[config.mk]
export PLATFORM = sky130hd
export DESIGN_NAME = terminal_echo_sequencer
export DESIGN_NICKNAME = d
export VERILOG_FILES = /design/src/rtl/core/tes_pkg.sv /design/src/rtl/core/tes_step.sv /design/src/rtl/core/terminal_echo_sequencer.sv
export SDC_FILE = /design/constraint.sdc
export NUM_CORES = 1
export LEC_CHECK = 0
export BUFFER_PORTS_ARGS = -buffer_cell sky130_fd_sc_hd__buf_2
export CELL_PAD_IN_SITES_DETAIL_PLACEMENT = 1
export CELL_PAD_IN_SITES_GLOBAL_PLACEMENT = 1
export CORE_MARGIN = 2
export CORE_UTILIZATION = 46
export CTS_CLUSTER_SIZE = 10
export DETAILED_ROUTE_END_ITERATION = 8
export GPL_TIMING_DRIVEN = 0
export PLACE_DENSITY = 0.82
export SLEW_MARGIN = 10
export SYNTH_ARGS = -nofsm -noshare
export SYNTH_HDL_FRONTEND = slang
export SYNTH_SLANG_ARGS = --single-unit
[constraint.sdc]
create_clock -name clk_i -period 2.7 [get_ports clk_i]
set_input_delay 0.27 -clock clk_i [delete_from_list [all_inputs] [get_ports clk_i]]
set_output_delay 0.27 -clock clk_i [all_outputs]
set_load 0.02 [all_outputs]
[src/rtl/core/tes_pkg.sv]
// ----------------------------------------------------------------------------
// tes_pkg
// Shared types, character codes and escape strings of the echo sequencer.
// ----------------------------------------------------------------------------
`default_nettype none

package tes_pkg;

  localparam int unsigned PosW = 5;

  // Event codes carried by req_type
  localparam logic ReqRxByte  = 1'b0;
  localparam logic ReqTxSlot  = 1'b1;

  // Character codes
  localparam logic [7:0] ChrBs  = 8'h08;
  localparam logic [7:0] ChrDel = 8'h7F;
  localparam logic [7:0] ChrR   = 8'h52;
  localparam logic [7:0] ChrCr  = 8'h0D;
  localparam logic [7:0] ChrLf  = 8'h0A;
  localparam logic [7:0] ChrA   = 8'h41;

  localparam logic [PosW-1:0] EraseLen = 5'd4;
  localparam logic [PosW-1:0] QueryLen = 5'd18;

  typedef struct packed {
    logic [7:0]      held_byte;
    logic [PosW-1:0] string_pos;
    logic            erase_pending;
    logic            query_pending;
    logic            report_wait;
    logic            tx_enable;
    logic            led_state;
  } tes_state_t;

  typedef struct packed {
    logic       tx_valid;
    logic [7:0] tx_byte;
    logic       tx_wanted;
    logic       led_level;
  } tes_result_t;

  localparam tes_state_t StateRst = '{
    held_byte:     ChrA,
    string_pos:    '0,
    erase_pending: 1'b0,
    query_pending: 1'b1,
    report_wait:   1'b0,
    tx_enable:     1'b1,
    led_state:     1'b0
  };

  // ESC [ 1 D : cursor one column left
  function automatic logic [7:0] erase_byte(input logic [1:0] pos);
    logic [7:0] b;
    unique case (pos)
      2'd0:    b = 8'h1B;
      2'd1:    b = 8'h5B;
      2'd2:    b = 8'h31;
      default: b = 8'h44;
    endcase
    return b;
  endfunction

  // ESC[9999C ESC[9999B ESC[6n : cursor to bottom right, ask position
  function automatic logic [7:0] query_byte(input logic [PosW-1:0] pos);
    logic [7:0] b;
    unique case (pos)
      5'd0, 5'd7, 5'd14:                     b = 8'h1B;
      5'd1, 5'd8, 5'd15:                     b = 8'h5B;
      5'd2, 5'd3, 5'd4, 5'd5,
      5'd9, 5'd10, 5'd11, 5'd12:             b = 8'h39;
      5'd6:                                  b = 8'h43;
      5'd13:                                 b = 8'h42;
      5'd16:                                 b = 8'h36;
      5'd17:                                 b = 8'h6E;
      default:                               b = 8'h00;
    endcase
    return b;
  endfunction

endpackage

`default_nettype wire

[src/rtl/core/tes_step.sv]
// ----------------------------------------------------------------------------
// tes_step
// Next-state and result logic for one event.
// ----------------------------------------------------------------------------
`default_nettype none

module tes_step (
  input  tes_pkg::tes_state_t  state_i,
  input  logic                 req_type_i,
  input  logic [7:0]           rx_byte_i,
  output tes_pkg::tes_state_t  state_o,
  output tes_pkg::tes_result_t result_o
);
  import tes_pkg::*;

  tes_state_t s;
  logic       sent;
  logic [7:0] byte_out;

  always_comb begin
    s        = state_i;
    sent     = 1'b0;
    byte_out = 8'h00;
    if (req_type_i == ReqRxByte) begin
      s.led_state = ~state_i.led_state;
      s.held_byte = rx_byte_i;
      if (state_i.report_wait) begin
        if (rx_byte_i == ChrR) begin
          s.report_wait = 1'b0;
          s.string_pos  = '0;
          s.tx_enable   = 1'b1;
        end
      end else begin
        if (rx_byte_i == ChrBs || rx_byte_i == ChrDel) begin
          s.erase_pending = 1'b1;
        end
        s.tx_enable = 1'b1;
      end
    end else if (state_i.tx_enable) begin
      priority if (state_i.erase_pending) begin
        if (state_i.string_pos < EraseLen) begin
          byte_out     = erase_byte(state_i.string_pos[1:0]);
          sent         = 1'b1;
          s.string_pos = state_i.string_pos + 1'b1;
        end else begin
          s.erase_pending = 1'b0;
          s.string_pos    = '0;
          s.tx_enable     = 1'b0;
        end
      end else if (state_i.query_pending) begin
        if (state_i.string_pos < QueryLen) begin
          byte_out     = query_byte(state_i.string_pos);
          sent         = 1'b1;
          s.string_pos = state_i.string_pos + 1'b1;
        end else begin
          s.query_pending = 1'b0;
          s.string_pos    = '0;
          s.tx_enable     = 1'b0;
          s.report_wait   = 1'b1;
        end
      end else begin
        byte_out = state_i.held_byte;
        sent     = 1'b1;
        // CR goes out as CR then LF
        if (state_i.held_byte == ChrCr) begin
          s.held_byte = ChrLf;
        end else begin
          s.tx_enable = 1'b0;
        end
      end
    end
  end

  assign state_o            = s;
  assign result_o.tx_valid  = sent;
  assign result_o.tx_byte   = byte_out;
  assign result_o.tx_wanted = s.tx_enable;
  assign result_o.led_level = s.led_state;

endmodule

`default_nettype wire

[src/rtl/core/terminal_echo_sequencer.sv]
// ----------------------------------------------------------------------------
// terminal_echo_sequencer
// Console echo controller between a byte receiver and a transmitter.
// ----------------------------------------------------------------------------
// Usage:
//   Input channel (in_valid_i/in_ready_o) carries one event per item:
//   req_type_i = 0 is a received byte (rx_byte_i), 1 is a transmitter slot.
//   Output channel (out_valid_o/out_ready_i) returns exactly one result item
//   per event: tx_valid_o/tx_byte_o (byte to send, 0 if none), tx_wanted_o
//   (slots wanted from now on) and led_level_o (activity LED).
//   Path: an accepted item waits in the input register; its result is
//   loaded into the result register and taken from there.
//   Throughput: one item per clock while out_ready_i is high. The event
//   logic is a single pass of compares and a 18-entry string lookup
//   between the two registers, and the state is updated in the same
//   cycle, so the next item sees it.
//   Stall: while the receiver holds out_ready_i low the result stays put,
//   the input register holds one more item, and in_ready_o then drops.
//   Reset: both registers empty; state starts with the position query
//   string pending, slots wanted, held byte 'A', LED off.
// ----------------------------------------------------------------------------
`default_nettype none

module terminal_echo_sequencer (
  input  logic       clk_i,
  input  logic       rst_ni,
  input  logic       in_valid_i,
  output logic       in_ready_o,
  input  logic       req_type_i,
  input  logic [7:0] rx_byte_i,
  output logic       out_valid_o,
  input  logic       out_ready_i,
  output logic       tx_valid_o,
  output logic [7:0] tx_byte_o,
  output logic       tx_wanted_o,
  output logic       led_level_o
);
  import tes_pkg::*;

  // Input register
  logic       in_valid_q;
  logic       req_q;
  logic [7:0] rx_q;

  // Event state and result register
  tes_state_t  state_q, state_d;
  tes_result_t res_q, res_d;
  logic        out_valid_q;

  logic advance;

  // The held item moves on when the result slot is free or being emptied.
  assign advance    = in_valid_q && (!out_valid_q || out_ready_i);
  assign in_ready_o = !in_valid_q || advance;

  tes_step u_step (
    .state_i   (state_q),
    .req_type_i(req_q),
    .rx_byte_i (rx_q),
    .state_o   (state_d),
    .result_o  (res_d)
  );

  always_ff @(posedge clk_i or negedge rst_ni) begin
    if (!rst_ni) begin
      in_valid_q  <= 1'b0;
      out_valid_q <= 1'b0;
      state_q     <= StateRst;
    end else begin
      if (in_ready_o) begin
        in_valid_q <= in_valid_i;
      end
      if (advance) begin
        out_valid_q <= 1'b1;
        state_q     <= state_d;
      end else if (out_ready_i) begin
        out_valid_q <= 1'b0;
      end
    end
  end

  // Payload registers
  always_ff @(posedge clk_i) begin
    if (in_ready_o && in_valid_i) begin
      req_q <= req_type_i;
      rx_q  <= rx_byte_i;
    end
    if (advance) begin
      res_q <= res_d;
    end
  end

  assign out_valid_o = out_valid_q;
  assign tx_valid_o  = res_q.tx_valid;
  assign tx_byte_o   = res_q.tx_byte;
  assign tx_wanted_o = res_q.tx_wanted;
  assign led_level_o = res_q.led_level;

`ifndef ASSERT_OFF
  // Input side only blocks when a result is waiting on a stalled receiver.
  a_ready_stall: assert property (@(posedge clk_i) disable iff (!rst_ni)
    !in_ready_o |-> (out_valid_o && !out_ready_i))
    else $error("in_ready_o low without an output stall");

  // A result without a transmitted byte carries a zero byte.
  a_idle_byte: assert property (@(posedge clk_i) disable iff (!rst_ni)
    (out_valid_o && !tx_valid_o) |-> (tx_byte_o == 8'h00))
    else $error("tx_byte_o nonzero with tx_valid_o low");

  // The report wait only follows a finished query string.
  a_wait_query: assert property (@(posedge clk_i) disable iff (!rst_ni)
    state_q.report_wait |-> !state_q.query_pending)
    else $error("report wait while query still pending");

  // String position never runs past the end of the query string.
  a_pos_range: assert property (@(posedge clk_i) disable iff (!rst_ni)
    state_q.string_pos <= QueryLen)
    else $error("string position out of range");
`endif

endmodule

`default_nettype wire

==> results of run 1 <==
## synth_stat cells (3+ instances only)
library cell,number
edfxtp_1,20
dfrtp_1,16
nand2_1,13
a21oi_1,11
nor2_1,11
o21ai_0,11
inv_1,9
ha_1,8
a22o_1,7
o22ai_1,6
nand2b_1,5
dfstp_2,4
nand3_1,4
and3_1,3
buf_6,3
o21ai_1,3
## stage by stage
stage               cells  hold WS [ns]  power (mW)  utilization, %  setup WS (ns)
finish                267         0.134        2.19            55.0          0.402
floorplan             181       -0.0256        1.45               -          0.831
CTS                   267         0.133        2.19            55.0          0.421
global placement      258         0.238        1.62            52.1          0.521
detailed placement    258         0.245        1.69            52.1          0.486
global route          267         0.129        2.32            55.0          0.214
## power by group
part / internal (mW) / switching, mW
combinational: 0.299 / 0.490
clock: 0.278 / 0.229
sequential: 0.791 / 0.108
## routing by layer
metal	routed length (um)	GRT usage [%]
met1	2220	27.5
met2	2520	37.1
met3	221	4.78
met4	129	7.34
met5	0	0
## final cells by class
type | instances | area (sq um) | share of cell area (%)
clock inverter | 3 | 47.5 | 1.97
timing repair buffer | 26 | 135 | 5.60
buffer | 7 | 60.1 | 2.49
sequential | 40 | 1110 | 45.9
clock buffer | 5 | 68.8 | 2.85
inverter | 10 | 37.5 | 1.56
multi-input combinational | 124 | 891 | 36.9
tap | 52 | 65.1 | 2.70
## cell usage in the layout, fill, tap and decap left out, types with 2 or more instances in the layout
| cell | count |
|---|---|
| ha_1 | 8 |
| o21ai_1 | 3 |
| o2bb2ai_1 | 2 |
| edfxtp_1 | 20 |
| o31ai_1 | 2 |
| clkinv_4 | 2 |
| o221ai_1 | 2 |
| dfrtp_1 | 16 |
| buf_6 | 3 |
| nand2_1 | 13 |
| and3_1 | 3 |
| a21oi_1 | 11 |
| clkbuf_1 | 2 |
| a22o_1 | 7 |
| clkbuf_8 | 6 |
| nand2b_1 | 5 |
| or2b_2 | 2 |
| nand3_1 | 4 |
| dfstp_2 | 4 |
| nor2_1 | 11 |
| o22ai_1 | 6 |
| nor3_1 | 2 |
| buf_2 | 26 |
| inv_1 | 9 |
| o21ai_0 | 11 |
## registers in the layout (all words and copies together), names as in the netlist
| signal | cells |
|---|---|
| tx_valid_o | 1 |
| rx_q | 8 |
| led_level_o | 1 |
| in_valid_q | 1 |
| req_q | 1 |
| tx_wanted_o | 1 |
| state_q | 18 |
| out_valid_o | 1 |
| tx_byte_o | 8 |
## cells by family (layout without fill, tap and decap cells)
| family | Yosys count | in the layout | synth area share, % |
|---|---|---|---|
| AND/OR/NAND/NOR | 56 | 56 | 16.0 |
| AO/OA/AOI/OAI | 55 | 55 | 18.8 |
| flip-flops | 40 | 40 | 52.8 |
| buffers and inverters | 17 | 51 | 4.66 |
| adder cells (fa/ha/maj) | 8 | 8 | 4.78 |
| multiplexers | 3 | 3 | 2.15 |
| XOR/XNOR | 2 | 2 | 0.836 |
## worst reg2reg max path: stages, from the launching register on
cell	delay, ns
dfrtp_1	0.51
buf_2	0.28
inv_1	0.11
ha_1	0.18
nor2b_1	0.20
or2b_2	0.37
nor3_1	0.34
a21oi_1	0.13
a21oi_1	0.12
## final timing paths
path,to,slack (ns),cells after the start
max,state_q[2],0.40,8
min,rx_q[3],0.13,1
max reg2reg,state_q[2],0.40,8
min reg2reg,state_q[0],0.50,1
max in group asynchronous,state_q[1],1.91,2
min in group asynchronous,state_q[15],0.44,2
## what timing repair did
action,4_1_cts,5_1_grt
endpoints found under the setup margin,0,0
hold buffers,1,0
resized for setup,0,0
endpoints found under the hold margin,16,0
==> results.sh, run 1 <==
export IMPL_async_flop_share_pct=50.0
export IMPL_outcome="completed"
export IMPL_grt_overflow=0
export IMPL_grt_pass1_wl_mm=8.59
export IMPL_netlist_area_leader_share_pct=28.7
export IMPL_die_area_sq_um=5110
export IMPL_syn_area_sq_um=2090
export IMPL_synth_edff_count=20
export IMPL_hold_start="rx_byte_i[3]"
export IMPL_fp_coreArea_sq_um=4380
export IMPL_antenna_found_initial=0
export IMPL_die_height_um=71.5
export IMPL_drtPass1Iterations=4
export IMPL_htree_levels=2
export IMPL_max_freq_ghz=0.435
export IMPL_power_leakage_nw=0.993
export IMPL_clock_latency_ns=0.30
export IMPL_clock_sinks=40
export IMPL_gp_congestion=0.960
export IMPL_fin_area_sq_um=2410
export IMPL_rsz0062_at_grt="false"
export IMPL_synth_area_leaders="edfxtp_1 (29%), dfrtp_1 (19%), dfstp_2 (5.0%)"
export IMPL_crit_path_start="state_q[7]"
export IMPL_period_needed_ns=2.30
export IMPL_yosys_warnings=0
export IMPL_crit_path_end_kind="register"
export IMPL_drive_gt1_share_pct=26.5
export IMPL_finClkSkew_ns=0.00710
export IMPL_setup_tns_final_ns=0
export IMPL_cp_slowest_stage_delay_ns=0.51
export IMPL_die_width_um=71.5
export IMPL_critPathKind="register to register"
export IMPL_portBuffers=25
export IMPL_boundaryPins=26
export IMPL_cts_tree="done"
export IMPL_yosysSeqAreaShare_pct=52.8
export IMPL_cp_required_ns=2.94
export IMPL_synth_largest_area_cell="edfxtp_1"
export IMPL_syn_inst=181
export IMPL_powerDensity_nw_per_um2=910
export IMPL_antennaDiodeCount=0
export IMPL_cts_buffers=5
export IMPL_initial_utilization_pct=47.8
export IMPL_synth_seq_cells=40
export IMPL_path_max_fanout=10
export IMPL_drt_iter0_markers=92
export IMPL_cp_slowest_cell="dfrtp_1"
export IMPL_hold_path_class="primary input to register"
export IMPL_via_per_inst=6.00
export IMPL_report_final_slew_viol_count=0
export IMPL_crit_top_cell="a21oi_1"
export IMPL_vias=1601
export IMPL_path_buf_inv=2
export IMPL_setup_viol=0
export IMPL_peakVddDrop_mv=0.304
export IMPL_max_cap_violations=0
export IMPL_syn_area_per_cell_sq_um=11.6
export IMPL_num_rows=24
export IMPL_tightest_slew_ns=0.601
export IMPL_syn_to_final_growth_pct=15.1
export IMPL_drtAntennaViolNets=0
export IMPL_fillers=466
export IMPL_ys_types=57
export IMPL_cts_buffer_depth=2
export IMPL_crit_family="simple AND/OR/NAND/NOR gates"
export IMPL_grt_pass1_vias=1705
export IMPL_cp_cell_sequence="buf_2 > inv_1 > ha_1 > nor2b_1 > or2b_2 > nor3_1 > a21oi_1 > a21oi_1"
export IMPL_wire_per_inst_um=19.0
export IMPL_placed_area_sq_um=2280
export IMPL_grt_max_degree=21
export IMPL_hold_viol_final=0
export IMPL_num_nets_final=235
export IMPL_critPathLaunchType="register"
export IMPL_ys_flop_type="edfxtp_1"
export IMPL_timing_final_crit_share_pct=85.1
export IMPL_r2r_start="state_q[7]"
export IMPL_clkTransAtPathRegs_ns=0.09
export IMPL_grt_usage_pct=21.8
export IMPL_wirelength_mm=5.09
export IMPL_relSlewSlack_pct=59.8
export IMPL_drcViolationCount=0
export IMPL_clockRootBuffer="clkbuf_8"
export IMPL_post_cts_buffers=0
export IMPL_dpl_hpwl_mm=3.87
export IMPL_syn_num_nets=202
export IMPL_critPathArrivalTime_ns=2.53
Power figures use the tool's default switching activity.
==> run 2, diff against run 1 <==
--- a/config.mk
+++ b/config.mk
@@ -8,7 +8,7 @@
 export BUFFER_PORTS_ARGS = -buffer_cell sky130_fd_sc_hd__buf_2
 export CELL_PAD_IN_SITES_DETAIL_PLACEMENT = 1
 export CELL_PAD_IN_SITES_GLOBAL_PLACEMENT = 1
-export CORE_MARGIN = 2
+export CORE_MARGIN = 4
 export CORE_UTILIZATION = 46
 export CTS_CLUSTER_SIZE = 10
 export DETAILED_ROUTE_END_ITERATION = 8
==> constraint.sdc (replaced) <==
create_clock -name clk_i -period 2.7 [get_ports clk_i]
set_input_delay 0.135 -clock clk_i [delete_from_list [all_inputs] [get_ports clk_i]]
set_output_delay 0.135 -clock clk_i [all_outputs]
set_load 0.02 [all_outputs]
==> results.sh, run 2 (synthesis gave the netlist of run 1 again) <==
export IMPL_drtAntennaViolNets=0
export IMPL_timing_final_crit_share_pct=87.8
export IMPL_dp_cells=258
export IMPL_crit_top_cell="a21oi_1"
export IMPL_clockRootBuffer="clkbuf_8"
export IMPL_largest_register_ff_count=18
export IMPL_powerDensity_nw_per_um2=875
export IMPL_antennaDiodeCount=0
export IMPL_die_height_um=75.5
export IMPL_num_rows=24
export IMPL_crit_path_end_kind="register"
export IMPL_grt_pass1_vias=1709
export IMPL_hold_depth=1
export IMPL_drtPass1Iterations=4
export IMPL_path_max_fanout=10
export IMPL_syn_to_final_growth_pct=13.6
export IMPL_clock_latency_ns=0.30
export IMPL_cp_cell_sequence="buf_2 > inv_1 > ha_1 > nor2b_1 > or2b_2 > nor3_1 > a21oi_1 > a21oi_1"
export IMPL_setup_viol=0
export IMPL_cts_tree="done"
export IMPL_report_final_slew_viol_count=0
export IMPL_period_needed_ns=2.37
export IMPL_final_common_cell="buf_2"
export IMPL_die_area_sq_um=5700
export IMPL_dpl_hpwl_mm=3.97
export IMPL_boundaryPins=26
export IMPL_cts_buffer_depth=2
export IMPL_cp_slowest_cell="dfrtp_1"
export IMPL_fp_coreArea_sq_um=4380
export IMPL_critPathArrivalTime_ns=2.59
export IMPL_power_leakage_nw=0.976
export IMPL_wirelength_mm=5.20
export IMPL_num_nets_final=235
export IMPL_critPathKind="register to register"
export IMPL_initial_utilization_pct=47.8
export IMPL_grt_overflow=0
export IMPL_drt_iter0_markers=68
export IMPL_via_per_inst=6.05
export IMPL_drive_gt1_share_pct=26.0
export IMPL_critPathLaunchType="register"
export IMPL_largest_register="state_q"
export IMPL_wire_per_inst_um=19.5
export IMPL_gp_congestion=0.847
export IMPL_final_cell_mix="buf_2 (26), edfxtp_1 (20), dfrtp_1 (16)"
export IMPL_peakVddDrop_mv=0.370
export IMPL_cts_buffers=5
export IMPL_die_width_um=75.5
export IMPL_fin_cells=267
export IMPL_clock_sinks=40
export IMPL_fin_util_pct=54.3
export IMPL_finClkSkew_ns=0.0108
export IMPL_cp_slowest_stage_delay_ns=0.48
export IMPL_hold_path_class="primary input to register"
export IMPL_drcViolationCount=0
export IMPL_max_cap_violations=0
export IMPL_portBuffers=25
export IMPL_grt_usage_pct=20.6
export IMPL_max_freq_ghz=0.422
export IMPL_cp_required_ns=2.92
export IMPL_antenna_found_initial=0
export IMPL_outcome="completed"
export IMPL_vias=1616
export IMPL_worst_r2r_cell_count=8
export IMPL_post_cts_buffers=0
export IMPL_hold_viol_final=0
export IMPL_tightest_slew_ns=0.587
export IMPL_htree_levels=2
export IMPL_relSlewSlack_pct=60.8
export IMPL_setup_tns_final_ns=0
export IMPL_clkTransAtPathRegs_ns=0.08
export IMPL_fillers=487
export IMPL_grt_max_degree=21
export IMPL_rsz0062_at_grt="false"
export IMPL_grt_pass1_wl_mm=8.73
==> run 2: cell types whose count changed in the layout (fill, tap and decap cells not counted), sizes merged <==
cell / delta
clkinvlp: +1
clkinv: -1
clkbuf: +1
bufinv: -1
==> run 2: report_power, final <==
| group | internal, mW | total, mW | switching (mW) |
|---|---|---|---|
| clock network | 0.181 | 0.388 | 0.207 |
| registers | 0.791 | 0.894 | 0.103 |
| logic | 0.299 | 0.802 | 0.503 |
| total | 1.27 | 2.08 | 0.813 |
==> run 2: worst max-delay path, delay by kind of cell (launching register included) <==
family | cells | cell delay, ns
adder cells (fa/ha/maj) | 1 | 0.18
flip-flops | 1 | 0.48
AO/OA/AOI/OAI | 2 | 0.28
AND/OR/NAND/NOR | 3 | 0.97
buffers and inverters | 2 | 0.38
==> run 2: timing repair <==
item,in CTS,in global routing
hold buffers,1,0
resized for setup,0,0
endpoints found under the setup margin,0,0
hold endpoints to repair,16,0
==> run 2: area by class of cell <==
class                      count  area (sq um)  share of cell area [%]
sequential                    40          1110                    46.5
multi-input combinational    124           891                    37.4
timing repair buffer          26           135                    5.68
clock buffer                   6          72.6                    3.05
tap                           52          65.1                    2.73
buffer                         7          60.1                    2.52
inverter                      10          37.5                    1.58
clock inverter                 2          12.5                   0.526
==> run 2: final timing paths <==
path / from / endpoint / slack [ns]
worst max-delay path: state_q[7] / state_q[2] / 0.33
worst min-delay path: rx_byte_i[4] / rx_q[4] / 0.006
worst max register to register: state_q[7] / state_q[2] / 0.33
worst min register to register: state_q[0] / state_q[0] / 0.51
max in group asynchronous: rst_ni / state_q[16] / 2.01
min in group asynchronous: rst_ni / state_q[17] / 0.34
==> run 2: metal layers <==
layer	global-route usage (%)	wire, um	up-vias
li1	-	-	747
met4	7.38	100	0
met3	4.49	222	11
met2	34.6	2580	49
met5	0	0	-
met1	26.3	2300	809
==> run 2: per-stage QoR <==
stage	hold slack [ns]	power (mW)	setup slack [ns]	instance area (sq um)
after floorplan	-0.161	1.45	0.831	2090
after global placement	0.0989	1.65	0.565	2280
after detailed placement	0.106	1.70	0.446	2280
after CTS	0.00469	2.09	0.365	2380
after global routing	0.000658	2.22	0.232	2380
final	0.00644	2.08	0.330	2380
==> run 3, diff against run 2 <==
--- a/config.mk
+++ b/config.mk
@@ -6,13 +6,14 @@
 export NUM_CORES = 1
 export LEC_CHECK = 0
 export BUFFER_PORTS_ARGS = -buffer_cell sky130_fd_sc_hd__buf_2
+export CAP_MARGIN = 25
 export CELL_PAD_IN_SITES_DETAIL_PLACEMENT = 1
 export CELL_PAD_IN_SITES_GLOBAL_PLACEMENT = 1
 export CORE_MARGIN = 4
 export CORE_UTILIZATION = 46
 export CTS_CLUSTER_SIZE = 10
 export DETAILED_ROUTE_END_ITERATION = 8
-export GPL_TIMING_DRIVEN = 0
+export GPL_TIMING_DRIVEN = 1
 export PLACE_DENSITY = 0.82
 export SLEW_MARGIN = 10
 export SYNTH_ARGS = -nofsm -noshare
==> results.sh, run 3 (synthesis gave the netlist of run 1 again) <==
export IMPL_finClkSkew_ns=0.00582
export IMPL_fin_area_sq_um=2420
export IMPL_cts_buffers=5
export IMPL_cts_resized=0
export IMPL_placed_area_sq_um=2220
export IMPL_hold_path_class="primary input to register"
export IMPL_crit_top_cell="a21oi_1"
export IMPL_clockRootBuffer="clkbuf_8"
export IMPL_num_nets_final=237
export IMPL_timing_final_crit_share_pct=82.5
export IMPL_hold_depth=2
export IMPL_period_needed_ns=2.23
export IMPL_crit_family="simple AND/OR/NAND/NOR gates"
export IMPL_relSlewSlack_pct=57.5
export IMPL_grt_max_degree=21
export IMPL_path_max_fanout=14
export IMPL_largest_register="state_q"
export IMPL_largest_register_ff_count=18
export IMPL_grt_overflow=0
export IMPL_power_mw=2.07
export IMPL_htree_levels=2
export IMPL_cts_tree="done"
export IMPL_setup_tns_final_ns=0
export IMPL_wire_per_inst_um=18.9
export IMPL_final_cell_mix="buf_2 (25), edfxtp_1 (20), dfrtp_1 (16)"
export IMPL_grt_pass1_wl_mm=8.09
export IMPL_die_width_um=75.5
export IMPL_timing_final_ws_setup_ns=0.472
export IMPL_gp_congestion=0.896
export IMPL_drtAntennaViolNets=0
export IMPL_drcViolationCount=0
export IMPL_die_area_sq_um=5700
export IMPL_dpl_hpwl_mm=3.68
export IMPL_clkTransAtPathRegs_ns=0.08
export IMPL_initial_utilization_pct=47.8
export IMPL_syn_to_final_growth_pct=15.4
export IMPL_wirelength_mm=5.08
export IMPL_final_common_cell="buf_2"
export IMPL_cp_slowest_cell="dfrtp_1"
export IMPL_tightest_slew_ns=0.635
export IMPL_setup_viol=0
export IMPL_fp_coreArea_sq_um=4380
export IMPL_max_freq_ghz=0.449
export IMPL_critPathKind="register to register"
export IMPL_report_final_slew_viol_count=0
export IMPL_hold_viol_final=0
export IMPL_holdWs_ns=0.0436
export IMPL_rsz0062_at_grt="false"
export IMPL_die_height_um=75.5
export IMPL_critPathArrivalTime_ns=2.45
export IMPL_cp_slowest_stage_delay_ns=0.68
export IMPL_drive_gt1_share_pct=24.0
export IMPL_max_cap_violations=0
export IMPL_peakVddDrop_mv=0.358
export IMPL_antennaDiodeCount=0
export IMPL_boundaryPins=26
export IMPL_worst_r2r_cell_count=7
export IMPL_outcome="completed"
export IMPL_grt_usage_pct=19.0
export IMPL_post_place_ws_ns=0.594
export IMPL_critPathLaunchType="register"
export IMPL_cts_buffer_depth=2
export IMPL_portBuffers=25
export IMPL_drtPass1Iterations=4
export IMPL_clock_sinks=40
export IMPL_clock_latency_ns=0.30
export IMPL_grt_pass1_vias=1629
export IMPL_drt_iter0_markers=175
export IMPL_vias=1594
export IMPL_cp_depth=7
export IMPL_num_rows=24
export IMPL_power_leakage_nw=0.980
export IMPL_powerDensity_nw_per_um2=854
export IMPL_via_per_inst=5.93
export IMPL_path_buf_inv=1
export IMPL_crit_path_end_kind="register"
export IMPL_antenna_found_initial=0
export IMPL_cp_required_ns=2.92
export IMPL_cp_cell_sequence="inv_1 > ha_1 > nor2b_1 > or2b_2 > nor3_1 > a21oi_1 > a21oi_1"
## run 3: path summary, 6_finish.rpt
path	end	start	slack, ns
min reg2reg	state_q[0]	state_q[0]	0.51
max in group asynchronous	state_q[3]	rst_ni	2.02
max reg2reg	state_q[2]	state_q[7]	0.47
max	state_q[2]	state_q[7]	0.47
min	in_valid_q	in_valid_i	0.04
min in group asynchronous	state_q[17]	rst_ni	0.33
## run 3: per-stage QoR
step,util [%],cells
2_1_floorplan,-,181
3_3_place_gp,50.7,251
3_5_place_dp,50.7,251
4_1_cts,54.5,266
5_1_grt,55.1,269
6_report,55.1,269
## run 3: repair_timing
item                      CTS  global route
hold endpoints to repair   22             3
setup buffers               0             0
hold buffers                7             3
## run 3: final cells by class
cell class,count,area (sq um)
Fill cell,468,1970
Sequential cell,40,1110
Multi-Input combinational cell,124,891
Timing Repair Buffer,35,225
Clock buffer,5,68.8
Tap cell,52,65.1
Inverter,10,37.5
Clock inverter,3,23.8
## run 3: report_power, final
group / internal, mW / leakage (nW) / switching, mW
clock: 0.183 / 0.0404 / 0.227
combinational: 0.283 / 0.500 / 0.430
sequential: 0.791 / 0.439 / 0.153
## run 3: routing by layer
metal | vias up | wire length (um) | GRT usage [%] | part of all wire, %
met5 | - | 0 | 0 | 0
met4 | 0 | 60 | 6.02 | 1.2
met3 | 6 | 255 | 4.22 | 5.0
met2 | 45 | 2500 | 32.5 | 49
met1 | 802 | 2270 | 23.8 | 45
li1 | 741 | - | - | -
